### src/rtl/bsfb_pkg.sv
// ----------------------------------------------------------------------------
// bsfb_pkg
// Shared types and codes for the byte-stuffed frame builder.
// ----------------------------------------------------------------------------
package bsfb_pkg;

  // configuration register indexes
  localparam int unsigned CFG_IDX_W = 2;
  localparam logic [CFG_IDX_W-1:0] CFG_FLAG   = 2'd0;
  localparam logic [CFG_IDX_W-1:0] CFG_ESCAPE = 2'd1;
  localparam logic [CFG_IDX_W-1:0] CFG_SRC    = 2'd2;

  localparam logic [7:0] FLAG_RST   = 8'd126;
  localparam logic [7:0] ESCAPE_RST = 8'd125;
  localparam logic [7:0] SRC_RST    = 8'd0;

  typedef struct packed {
    logic [7:0] flag_value;
    logic [7:0] escape_value;
    logic [7:0] source_addr;
  } bsfb_cfg_t;

  // one accepted item, header length already saturated
  typedef struct packed {
    logic       first;
    logic       fin;
    logic [7:0] frame_index;
    logic [7:0] frame_count;
    logic [7:0] dest_addr;
    logic [3:0] payload_length;
    logic [7:0] payload_byte;
    logic [7:0] check_high;
    logic [7:0] check_low;
  } bsfb_item_t;

  // line byte slots of a frame
  typedef enum logic [3:0] {
    SL_FLAG,
    SL_IDX,
    SL_CNT,
    SL_SRC,
    SL_DST,
    SL_LEN,
    SL_DATA,
    SL_CHKH,
    SL_CHKL,
    SL_CLOSE
  } bsfb_slot_t;

endpackage

### src/rtl/bsfb_front.sv
// ----------------------------------------------------------------------------
// bsfb_front
// Accepts input beats, drops bytes outside a frame, tracks the open frame
// and saturates the header length before queueing the item.
// ----------------------------------------------------------------------------
module bsfb_front import bsfb_pkg::*; #(
  parameter int PAYLOAD_MAX = 8
) (
  input  logic       clk,
  input  logic       rst_n,
  input  logic       in_valid,
  output logic       in_stall,
  input  logic       in_first,
  input  logic       in_final_req,
  input  logic [7:0] in_frame_index,
  input  logic [7:0] in_frame_count,
  input  logic [7:0] in_dest_addr,
  input  logic [3:0] in_payload_length,
  input  logic [7:0] in_payload_byte,
  input  logic [7:0] in_check_high,
  input  logic [7:0] in_check_low,
  input  logic       q_full,
  output logic       q_wr_en,
  output bsfb_item_t q_wr_data
);

  logic       in_frame_r, in_frame_nxt;
  logic       accept;
  logic       keep;
  logic [3:0] len_sat;

  assign in_stall = q_full;
  assign accept   = in_valid && !q_full;
  assign keep     = in_first || in_frame_r;
  assign q_wr_en  = accept && keep;

  always_comb begin
    if (int'(in_payload_length) > PAYLOAD_MAX) begin
      len_sat = 4'(PAYLOAD_MAX);
    end else begin
      len_sat = in_payload_length;
    end
  end

  always_comb begin
    q_wr_data.first          = in_first;
    q_wr_data.fin            = in_final_req;
    q_wr_data.frame_index    = in_frame_index;
    q_wr_data.frame_count    = in_frame_count;
    q_wr_data.dest_addr      = in_dest_addr;
    q_wr_data.payload_length = len_sat;
    q_wr_data.payload_byte   = in_payload_byte;
    q_wr_data.check_high     = in_check_high;
    q_wr_data.check_low      = in_check_low;
  end

  // a kept beat opens the frame unless it also closes it
  always_comb begin
    in_frame_nxt = in_frame_r;
    if (q_wr_en) begin
      in_frame_nxt = !in_final_req;
    end
  end

  always_ff @(posedge clk) begin
    if (!rst_n) begin
      in_frame_r <= 1'b0;
    end else begin
      in_frame_r <= in_frame_nxt;
    end
  end

endmodule

### src/rtl/bsfb_queue.sv
// ----------------------------------------------------------------------------
// bsfb_queue
// Short item queue between the front and the back end.
// ----------------------------------------------------------------------------
module bsfb_queue import bsfb_pkg::*; #(
  parameter int DEPTH = 2
) (
  input  logic       clk,
  input  logic       rst_n,
  input  logic       wr_en,
  input  bsfb_item_t wr_data,
  output logic       full,
  input  logic       rd_en,
  output logic       rd_valid,
  output bsfb_item_t rd_data
);

  localparam int PTR_W = (DEPTH > 1) ? $clog2(DEPTH) : 1;
  localparam int CNT_W = $clog2(DEPTH + 1);

  bsfb_item_t       mem_r [DEPTH];
  logic [PTR_W-1:0] wr_ptr_r, wr_ptr_nxt;
  logic [PTR_W-1:0] rd_ptr_r, rd_ptr_nxt;
  logic [CNT_W-1:0] count_r, count_nxt;
  logic             do_wr, do_rd;

  assign full     = (count_r == CNT_W'(DEPTH));
  assign rd_valid = (count_r != '0);
  assign rd_data  = mem_r[rd_ptr_r];
  assign do_wr    = wr_en && !full;
  assign do_rd    = rd_en && rd_valid;

  always_comb begin
    wr_ptr_nxt = wr_ptr_r;
    rd_ptr_nxt = rd_ptr_r;
    count_nxt  = count_r;
    if (do_wr) begin
      wr_ptr_nxt = (wr_ptr_r == PTR_W'(DEPTH - 1)) ? '0 : wr_ptr_r + 1'b1;
    end
    if (do_rd) begin
      rd_ptr_nxt = (rd_ptr_r == PTR_W'(DEPTH - 1)) ? '0 : rd_ptr_r + 1'b1;
    end
    if (do_wr && !do_rd) begin
      count_nxt = count_r + 1'b1;
    end else if (do_rd && !do_wr) begin
      count_nxt = count_r - 1'b1;
    end
  end

  always_ff @(posedge clk) begin
    if (!rst_n) begin
      wr_ptr_r <= '0;
      rd_ptr_r <= '0;
      count_r  <= '0;
    end else begin
      wr_ptr_r <= wr_ptr_nxt;
      rd_ptr_r <= rd_ptr_nxt;
      count_r  <= count_nxt;
    end
  end

  always_ff @(posedge clk) begin
    if (do_wr) begin
      mem_r[wr_ptr_r] <= wr_data;
    end
  end

endmodule

### src/rtl/bsfb_back.sv
// ----------------------------------------------------------------------------
// bsfb_back
// Walks the line byte slots of the queued item, inserts escapes and drives
// the output register, one line byte per cycle unless stalled or idle.
// ----------------------------------------------------------------------------
module bsfb_back import bsfb_pkg::*; (
  input  logic       clk,
  input  logic       rst_n,
  input  bsfb_cfg_t  cfg,
  input  logic       hd_valid,
  input  bsfb_item_t hd,
  output logic       hd_pop,
  output logic       out_valid,
  input  logic       out_stall,
  output logic [7:0] out_byte,
  output logic       out_run_last,
  output logic       out_frame_end
);

  bsfb_slot_t slot_r, slot_nxt;
  bsfb_slot_t cur_slot, succ_slot;
  logic       mid_r, mid_nxt;
  logic       esc_done_r, esc_done_nxt;
  logic       out_valid_r, out_valid_nxt;
  logic [7:0] out_byte_r;
  logic       run_last_r, frame_end_r;

  logic       go;
  logic [7:0] raw_byte, emit_byte;
  logic       inner, need_esc, last_slot, item_done;

  assign go       = hd_valid && (!out_valid_r || !out_stall);
  assign cur_slot = mid_r ? slot_r : (hd.first ? SL_FLAG : SL_DATA);

  // outputs of the slot sequencer
  always_comb begin
    raw_byte = cfg.flag_value;
    inner    = 1'b1;
    unique case (cur_slot)
      SL_FLAG:  begin raw_byte = cfg.flag_value;   inner = 1'b0; end
      SL_IDX:   raw_byte = hd.frame_index;
      SL_CNT:   raw_byte = hd.frame_count;
      SL_SRC:   raw_byte = cfg.source_addr;
      SL_DST:   raw_byte = hd.dest_addr;
      SL_LEN:   raw_byte = {4'b0000, hd.payload_length};
      SL_DATA:  raw_byte = hd.payload_byte;
      SL_CHKH:  raw_byte = hd.check_high;
      SL_CHKL:  raw_byte = hd.check_low;
      SL_CLOSE: begin raw_byte = cfg.flag_value;   inner = 1'b0; end
      default:  begin raw_byte = cfg.flag_value;   inner = 1'b0; end
    endcase
    need_esc  = inner && !esc_done_r &&
                ((raw_byte == cfg.flag_value) || (raw_byte == cfg.escape_value));
    emit_byte = need_esc ? cfg.escape_value : raw_byte;
    last_slot = (cur_slot == SL_CLOSE) || ((cur_slot == SL_DATA) && !hd.fin);
    item_done = go && !need_esc && last_slot;
    hd_pop    = item_done;
  end

  // next slot
  always_comb begin
    unique case (cur_slot)
      SL_FLAG:  succ_slot = SL_IDX;
      SL_IDX:   succ_slot = SL_CNT;
      SL_CNT:   succ_slot = SL_SRC;
      SL_SRC:   succ_slot = SL_DST;
      SL_DST:   succ_slot = SL_LEN;
      SL_LEN:   succ_slot = SL_DATA;
      SL_DATA:  succ_slot = SL_CHKH;
      SL_CHKH:  succ_slot = SL_CHKL;
      SL_CHKL:  succ_slot = SL_CLOSE;
      SL_CLOSE: succ_slot = SL_FLAG;
      default:  succ_slot = SL_FLAG;
    endcase
    slot_nxt     = slot_r;
    mid_nxt      = mid_r;
    esc_done_nxt = esc_done_r;
    if (go) begin
      if (need_esc) begin
        // hold the slot, send its byte next
        slot_nxt     = cur_slot;
        mid_nxt      = 1'b1;
        esc_done_nxt = 1'b1;
      end else begin
        esc_done_nxt = 1'b0;
        mid_nxt      = !last_slot;
        slot_nxt     = succ_slot;
      end
    end
  end

  always_comb begin
    out_valid_nxt = out_valid_r && out_stall;
    if (go) begin
      out_valid_nxt = 1'b1;
    end
  end

  always_ff @(posedge clk) begin
    if (!rst_n) begin
      slot_r      <= SL_FLAG;
      mid_r       <= 1'b0;
      esc_done_r  <= 1'b0;
      out_valid_r <= 1'b0;
    end else begin
      slot_r      <= slot_nxt;
      mid_r       <= mid_nxt;
      esc_done_r  <= esc_done_nxt;
      out_valid_r <= out_valid_nxt;
    end
  end

  always_ff @(posedge clk) begin
    if (go) begin
      out_byte_r  <= emit_byte;
      run_last_r  <= item_done;
      frame_end_r <= !need_esc && (cur_slot == SL_CLOSE);
    end
  end

  assign out_valid     = out_valid_r;
  assign out_byte      = out_byte_r;
  assign out_run_last  = run_last_r;
  assign out_frame_end = frame_end_r;

endmodule

### src/rtl/byte_stuffed_frame_builder.sv
// ----------------------------------------------------------------------------
// byte_stuffed_frame_builder
// Wraps runs of payload bytes in flag-delimited frames with a five byte
// header and two check bytes, escaping inner flag and escape bytes.
// ----------------------------------------------------------------------------
//  channel | direction | handshake          | beat
//  in_     | in        | in_valid/in_stall  | one payload byte with marks
//  out_    | out       | out_valid/out_stall| one line byte
//  cfg_    | in        | cfg_valid/cfg_ready| register index and data
//
//  The back end sends one line byte per cycle while an item is queued and
//  the output is not stalled; an escape adds one line byte before the byte
//  it escapes. Bytes outside a frame are dropped without being queued.
//  Reset is synchronous; it closes any open frame and empties the queue.
//  Input is stalled only while the two-entry queue is full; output stall
//  holds the output register and the sequencer.
// ----------------------------------------------------------------------------
module byte_stuffed_frame_builder import bsfb_pkg::*; #(
  parameter int PAYLOAD_MAX = 8,
  parameter int QUEUE_DEPTH = 2
) (
  input  logic                 clk,
  input  logic                 rst_n,
  input  logic                 in_valid,
  output logic                 in_stall,
  input  logic                 in_first,
  input  logic                 in_final_req,
  input  logic [7:0]           in_frame_index,
  input  logic [7:0]           in_frame_count,
  input  logic [7:0]           in_dest_addr,
  input  logic [3:0]           in_payload_length,
  input  logic [7:0]           in_payload_byte,
  input  logic [7:0]           in_check_high,
  input  logic [7:0]           in_check_low,
  output logic                 out_valid,
  input  logic                 out_stall,
  output logic [7:0]           out_byte,
  output logic                 out_run_last,
  output logic                 out_frame_end,
  input  logic                 cfg_valid,
  output logic                 cfg_ready,
  input  logic [CFG_IDX_W-1:0] cfg_index,
  input  logic [7:0]           cfg_data
);

  bsfb_cfg_t  cfg_r, cfg_nxt;
  logic       q_wr_en, q_full, q_rd_en, q_rd_valid;
  bsfb_item_t q_wr_data, q_rd_data;

  assign cfg_ready = 1'b1;

  always_comb begin
    cfg_nxt = cfg_r;
    if (cfg_valid) begin
      unique case (cfg_index)
        CFG_FLAG:   cfg_nxt.flag_value   = cfg_data;
        CFG_ESCAPE: cfg_nxt.escape_value = cfg_data;
        CFG_SRC:    cfg_nxt.source_addr  = cfg_data;
        default:    cfg_nxt              = cfg_r;
      endcase
    end
  end

  always_ff @(posedge clk) begin
    if (!rst_n) begin
      cfg_r.flag_value   <= FLAG_RST;
      cfg_r.escape_value <= ESCAPE_RST;
      cfg_r.source_addr  <= SRC_RST;
    end else begin
      cfg_r <= cfg_nxt;
    end
  end

  bsfb_front #(
    .PAYLOAD_MAX (PAYLOAD_MAX)
  ) u_front (
    .clk               (clk),
    .rst_n             (rst_n),
    .in_valid          (in_valid),
    .in_stall          (in_stall),
    .in_first          (in_first),
    .in_final_req      (in_final_req),
    .in_frame_index    (in_frame_index),
    .in_frame_count    (in_frame_count),
    .in_dest_addr      (in_dest_addr),
    .in_payload_length (in_payload_length),
    .in_payload_byte   (in_payload_byte),
    .in_check_high     (in_check_high),
    .in_check_low      (in_check_low),
    .q_full            (q_full),
    .q_wr_en           (q_wr_en),
    .q_wr_data         (q_wr_data)
  );

  bsfb_queue #(
    .DEPTH (QUEUE_DEPTH)
  ) u_queue (
    .clk      (clk),
    .rst_n    (rst_n),
    .wr_en    (q_wr_en),
    .wr_data  (q_wr_data),
    .full     (q_full),
    .rd_en    (q_rd_en),
    .rd_valid (q_rd_valid),
    .rd_data  (q_rd_data)
  );

  bsfb_back u_back (
    .clk           (clk),
    .rst_n         (rst_n),
    .cfg           (cfg_r),
    .hd_valid      (q_rd_valid),
    .hd            (q_rd_data),
    .hd_pop        (q_rd_en),
    .out_valid     (out_valid),
    .out_stall     (out_stall),
    .out_byte      (out_byte),
    .out_run_last  (out_run_last),
    .out_frame_end (out_frame_end)
  );

endmodule

### config.mk
export PLATFORM = sky130hd
export DESIGN_NAME = byte_stuffed_frame_builder
export DESIGN_NICKNAME = d
export VERILOG_FILES = /design/src/rtl/bsfb_pkg.sv /design/src/rtl/bsfb_front.sv /design/src/rtl/bsfb_queue.sv /design/src/rtl/bsfb_back.sv /design/src/rtl/byte_stuffed_frame_builder.sv
export SDC_FILE = /design/constraint.sdc
export NUM_CORES = 1
export LEC_CHECK = 0
export BUFFER_PORTS_ARGS = -buffer_cell sky130_fd_sc_hd__buf_2
export CORE_MARGIN = 3
export CORE_UTILIZATION = 40
export CTS_CLUSTER_SIZE = 24
export DETAILED_ROUTE_END_ITERATION = 10
export HOLD_SLACK_MARGIN = 0.05
export PLACE_DENSITY_LB_ADDON = 0.2
export SLEW_MARGIN = 10
export SYNTH_ARGS = -nofsm -noshare
export SYNTH_HDL_FRONTEND = slang
export SYNTH_SLANG_ARGS = --single-unit
### constraint.sdc
create_clock -name clk -period 4.7 [get_ports clk]
set_input_delay 0.705 -clock clk [delete_from_list [all_inputs] [get_ports clk]]
set_output_delay 0.705 -clock clk [all_outputs]
set_load 0.02 [all_outputs]
==> results of run 1 <==
[through the flow]
step | cells | hold WS, ns
2_1_floorplan | 524 | 0.4526
3_3_place_gp | 810 | 0.4770
3_5_place_dp | 810 | 0.4785
4_1_cts | 842 | 0.4463
5_1_grt | 846 | 0.4441
6_report | 846 | 0.4643
[cells by family after synthesis]
group | Yosys count | synth area share [%]
fa+ha+maj | 6 | 1.103
simple gates | 138 | 9.686
other cells | 1 | 0.05508
buf+inv | 40 | 2.885
flops | 155 | 62.93
xor+xnor | 10 | 1.286
compound gates | 104 | 11.34
mux | 70 | 10.71
[synth_stat cells, types with 11 or more instances]
library cell,instances,area [µm²]
mux2i_1,50,500.5
mux2_2,18,202.7
dfxtp_1,37,740.7
nand3_1,15,75.07
nor2_1,35,131.4
edfxtp_1,118,3543
a21oi_1,21,105.1
o21ai_0,19,95.09
nand2_1,48,180.2
inv_1,14,52.55
o22ai_1,11,68.82
clkbuf_1,13,48.80
[worst paths after layout]
check	end	slack, ns	from	depth (start not counted)
max reg2reg	u_queue.count_r[1]	0.27	flip-flop	14
max	u_queue.count_r[1]	0.27	flip-flop	14
min reg2reg	cfg_r[9]	0.49	cfg_r[9]	2
min	u_queue.mem_r[0][20]	0.46	in_payload_byte[4]	1
[state kept, by name (all words and copies together) (netlist names), 2 cells and up, named ones only]
register and flops:
cfg_r 24, u_back.out_byte 8, u_back.slot_r 4, u_queue.count_r 2, u_queue.mem_r 108
[placed cells by master (no fill, tap or decap), types with 15 or more instances in the layout]
master,netlist,layout
edfxtp_1,118,118
nand2_1,48,48
nand3_1,15,15
buf_4,3,15
mux2i_1,50,50
clkbuf_16,0,17
buf_2,4,80
dfxtp_1,37,36
o21ai_0,19,19
nor2_1,35,35
mux2_2,18,18
a21oi_1,21,21
[cell type report]
cell class              count  share of cell area (%)
flip-flops and latches    155                   53.03
clock buffers              17                   5.264
inverters                  15                  0.7431
multi-input cells         329                   29.09
repair buffers             95                   6.348
well taps                 220                   3.406
clock inverters            15                   2.121
[worst max-delay path, cell delays in order (launching register included)]
cell      delay [ns]
dfxtp_2         0.33
buf_4           0.30
buf_4           0.57
mux2_4          0.35
a222oi_1        0.53
nor2_1          0.13
or4_1           0.41
a311oi_1        0.38
nand3_1         0.17
o22ai_2         0.23
nor2_1          0.10
inv_1           0.06
ha_1            0.24
or3_1           0.38
a21oi_1         0.13
[layer usage]
layer,vias up,wire (µm),part of all wire (%)
li1,2182,-,-
met1,2226,7202,44
met2,160,8032,49
met3,30,875,5.3
met4,0,396,2.4
met5,-,0,0
[repair_timing]
action                     4_1_cts  5_1_grt
buffers inserted                 0        4
resized for setup                0        4
setup endpoints to repair        0        7
[where the power goes]
part / internal [mW] / leakage, nW / switching [mW]
Clock: 0.760 / 0.285 / 0.614
Combinational: 0.319 / 1.23 / 0.543
Sequential: 1.63 / 1.39 / 0.0527
Total: 2.71 / 2.91 / 1.21
==> flow_metrics.env, run 1 <==
export IMPL_grt_pass1_vias=4496
export IMPL_insertedDiodeCount=0
export IMPL_hold_class="primary input to flip-flop"
export IMPL_seq_area_um2=4285
export IMPL_cts_buffer_depth=2
export IMPL_clk_latency_ns=0.42
export IMPL_status="completed"
export IMPL_place_hpwl_um=11660
export IMPL_setup_viol=0
export IMPL_final_core_util_pct=48.56
export IMPL_port_buffers=80
export IMPL_fmax_mhz=225.9
export IMPL_finalHoldViolCount=0
export IMPL_preCtsSetupSlack_ns=0.1840
export IMPL_drive_above_1_share_pct=27.00
export IMPL_grt_max_degree=55
export IMPL_avgSynthCellArea_um2=12.99
export IMPL_synth_ff_type="edfxtp_1"
export IMPL_clockRootBuffer="clkbuf_16"
export IMPL_synth_edff_count=118
export IMPL_clkSlewWorstSetupHoldPaths_ns=0.07
export IMPL_dr_pass1_iters=5
export IMPL_coreArea_um2=16640
export IMPL_top_usage_layer="met2"
export IMPL_track_usage_pct=18.37
export IMPL_drt_iter0_markers=306
export IMPL_grt_first_pass_wirelength_um=25460
export IMPL_cp_max_fo=38
export IMPL_synth_nets=599
export IMPL_antenna_found_initial=0
export IMPL_use_met3_pct=3.738
export IMPL_worstSetupPathType="flip-flop to flip-flop"
export IMPL_routed_wl_um=16510
export IMPL_final_area_um2=8082
export IMPL_relSlewSlack_pct=40.22
export IMPL_worstSetupStartpointType="flip-flop"
export IMPL_async_flop_share_pct=0
export IMPL_wire_per_inst_um=19.51
export IMPL_ir_drop_mv=0.2669
export IMPL_gp_congestion=0.9435
export IMPL_fillers=1472
export IMPL_ios=82
export IMPL_end_kind="flip-flop"
export IMPL_tightest_slew_ns=0.8966
export IMPL_slew_violations=0
export IMPL_via_count=4598
export IMPL_p_per_area_nw_per_um2=485.0
export IMPL_period_needed_ns=4.426
export IMPL_rows=47
export IMPL_htree_num_levels=4
export IMPL_ys_seq_elements=155
export IMPL_rsz0062_at_grt="false"
export IMPL_dpl_instance_area_um2=7440
export IMPL_die_area_um2=18620
export IMPL_skew_ns=0.008674
export IMPL_required_ns=5.05
export IMPL_dieHeight_um=136.5
export IMPL_maxCapViolCount=0
export IMPL_numCtsBuffers=17
export IMPL_netlist_area_um2=6808
export IMPL_synth_warnings=0
export IMPL_fin_ws_ns=0.2740
export IMPL_die_x_um=136.5
export IMPL_p_leak_nw=2.905
export IMPL_cts_sinks=155
export IMPL_power_total_mw=3.920
export IMPL_fin_crit_sh_pct=94.17
export IMPL_multi_input_area_um2=2351
export IMPL_grt_ovfl_total=0
export IMPL_synthDistinctLibCells=65
export IMPL_seq_area_frac_synth_pct=62.93
export IMPL_drc_errors=0
export IMPL_start_util_pct=40.91
export IMPL_area_growth_pct=18.71
export IMPL_synthCells=524
export IMPL_met1_usage_pct=24.19
export IMPL_grt_use_met2_pct=29.98
export IMPL_cp_arrival_ns=4.77
export IMPL_cts_tree="built"
export IMPL_cts_hold_fix_buffers=0
export IMPL_ant_nets=0
export IMPL_avgViaCountPerCell=5.435
export IMPL_tns_ns=0
export IMPL_fin_nets=688
Note: power is estimated with default switching activity, not from simulation.
==> inputs of run 2 (changes only) <==
Settings changed: CELL_PAD_IN_SITES_DETAIL_PLACEMENT set to 0, CELL_PAD_IN_SITES_GLOBAL_PLACEMENT set to 1.
==> run 2 against run 1 <==
Flip-flop and latch count is the same. Die area is the same. Register-to-register slack improved by 0.05 ns. First-iteration DRC count increased by 43%. Maximum frequency increased by 1.1%. Routed wire length shrank 3.2%. Largest cell class unchanged. Largest power group unchanged.
==> flow_metrics.env, run 2 (same netlist as run 1, synthesis figures left out) <==
export IMPL_cp_max_fo=8
export IMPL_place_hpwl_um=11300
export IMPL_most_common_layout_cells="118 x edfxtp_1, 80 x buf_2, 50 x mux2i_1"
export IMPL_p_leak_nw=2.871
export IMPL_end_kind="flip-flop"
export IMPL_cts_buffer_depth=2
export IMPL_grt_max_degree=55
export IMPL_post_cts_buffers=0
export IMPL_p_per_area_nw_per_um2=478.4
export IMPL_top_register="u_queue.mem_r"
export IMPL_clk_latency_ns=0.42
export IMPL_die_area_um2=18620
export IMPL_antenna_found_initial=0
export IMPL_dp_cells=809
export IMPL_slew_violations=0
export IMPL_worstSetupStartpointType="flip-flop"
export IMPL_largest_register_ffs=108
export IMPL_numCtsBuffers=17
export IMPL_cp_arrival_ns=4.72
export IMPL_dr_pass1_iters=5
export IMPL_grt_pass1_vias=4435
export IMPL_fmax_mhz=228.4
export IMPL_fillers=1497
export IMPL_start_util_pct=40.91
export IMPL_via_count=4523
export IMPL_insertedDiodeCount=0
export IMPL_cts_tree="built"
export IMPL_die_x_um=136.5
export IMPL_relSlewSlack_pct=23.29
export IMPL_dieHeight_um=136.5
export IMPL_tightest_slew_ns=1.148
export IMPL_fin_crit_sh_pct=93.15
export IMPL_hold_class="primary input to flip-flop"
export IMPL_coreArea_um2=16640
export IMPL_gp_congestion=0.8626
export IMPL_drc_errors=0
export IMPL_clkSlewWorstSetupHoldPaths_ns=0.06
export IMPL_worstSetupPathType="flip-flop to flip-flop"
export IMPL_drt_iter0_markers=438
export IMPL_port_buffers=80
export IMPL_multi_input_area_um2=2344
export IMPL_rows=47
export IMPL_avgViaCountPerCell=5.385
export IMPL_htree_num_levels=4
export IMPL_drive_above_1_share_pct=25.16
export IMPL_ios=82
export IMPL_period_needed_ns=4.378
export IMPL_skew_ns=0.01388
export IMPL_routed_wl_um=15980
export IMPL_ir_drop_mv=0.2558
export IMPL_fin_nets=683
export IMPL_tns_ns=0
export IMPL_status="completed"
export IMPL_finalHoldViolCount=0
export IMPL_area_growth_pct=17.40
export IMPL_power_total_mw=3.824
export IMPL_track_usage_pct=18.08
export IMPL_seq_area_um2=4285
export IMPL_cts_sinks=155
export IMPL_rsz0062_at_grt="false"
export IMPL_ant_nets=0
export IMPL_clockRootBuffer="clkbuf_16"
export IMPL_grt_ovfl_total=0
export IMPL_layout_commonest_cell="edfxtp_1"
export IMPL_required_ns=5.05
export IMPL_setup_viol=0
export IMPL_grt_first_pass_wirelength_um=24980
export IMPL_wire_per_inst_um=19.02
export IMPL_final_cells=840
export IMPL_maxCapViolCount=0
==> run 2: cell count changes in the layout (fill, tap and decap cells not counted), moves of 2 or more <==
cell        previous run  this run
inv_6                  3         1
inv_8                  6         0
clkbuf_1               0         2
clkinvlp_4             4         2
clkinv_2               0         3
clkinv_1               1         3
ha_1                   4         6
ha_2                   2         0
buf_4                 15        10
==> run 2: repair_timing <==
item | 4_1_cts | 5_1_grt
hold buffers | 0 | 0
gates resized for setup | 0 | 1
setup endpoints to repair | 0 | 1
==> run 2: cell type report <==
type                    count  area share [%]
clock inverters            12           1.550
repair buffers             90           5.949
multi-input cells         329           29.32
clock buffers              19           5.416
flip-flops and latches    155           53.62
well taps                 220           3.444
inverters                  15          0.7044
==> run 2: worst max-delay path, cell delays in order, from the launching register on <==
cell       delay [ns]
dfxtp_2          0.33
mux2_2           0.40
nor2_1           0.18
a21oi_2          0.08
ha_1             0.34
inv_1            0.35
o22ai_1          0.20
o2bb2ai_1        0.21
nor2_1           0.27
mux2_2           0.38
a41oi_1          0.28
o22ai_2          0.15
nor2_1           0.19
inv_1            0.07
ha_1             0.33
or3_1            0.39
a21oi_1          0.14
==> run 2: path summary, 6_finish.rpt <==
kind,endpoint,start,cells past startpoint,slack (ns)
worst min register to register,u_back.out_valid,u_back.out_valid,2,0.48
worst max-delay path,u_queue.count_r[1],flip-flop,16,0.32
worst min-delay path,u_queue.mem_r[0][9],in_check_high[1],1,0.47
worst max register to register,u_queue.count_r[1],flip-flop,16,0.32
==> run 2: routing by layer <==
layer	part of all wire (%)	global-route usage [%]	vias to the layer above
li1	-	-	2164
met1	45	25.26	2177
met2	47	27.90	163
met3	5.8	4.404	19
met4	1.4	5.599	0
met5	0	0	-
==> run 2: through the flow <==
step	utilization [%]	instance area [µm²]	hold WS (ns)	setup slack [ns]
6_report	48.03	7993	0.4717	0.3221
5_1_grt	48.03	7993	0.4521	0.04508
4_1_cts	48.00	7989	0.4549	0.3169
3_5_place_dp	44.66	7432	0.4746	0.3624
3_3_place_gp	44.66	7432	0.4720	0.5103
2_1_floorplan	-	6813	0.4526	0.5319
==> run 2: power by group <==
part	leakage [nW]	switching, mW	internal [mW]
clock network	0.268	0.524	0.774
logic	1.21	0.527	0.314
registers	1.39	0.0532	1.63
total	2.87	1.10	2.72
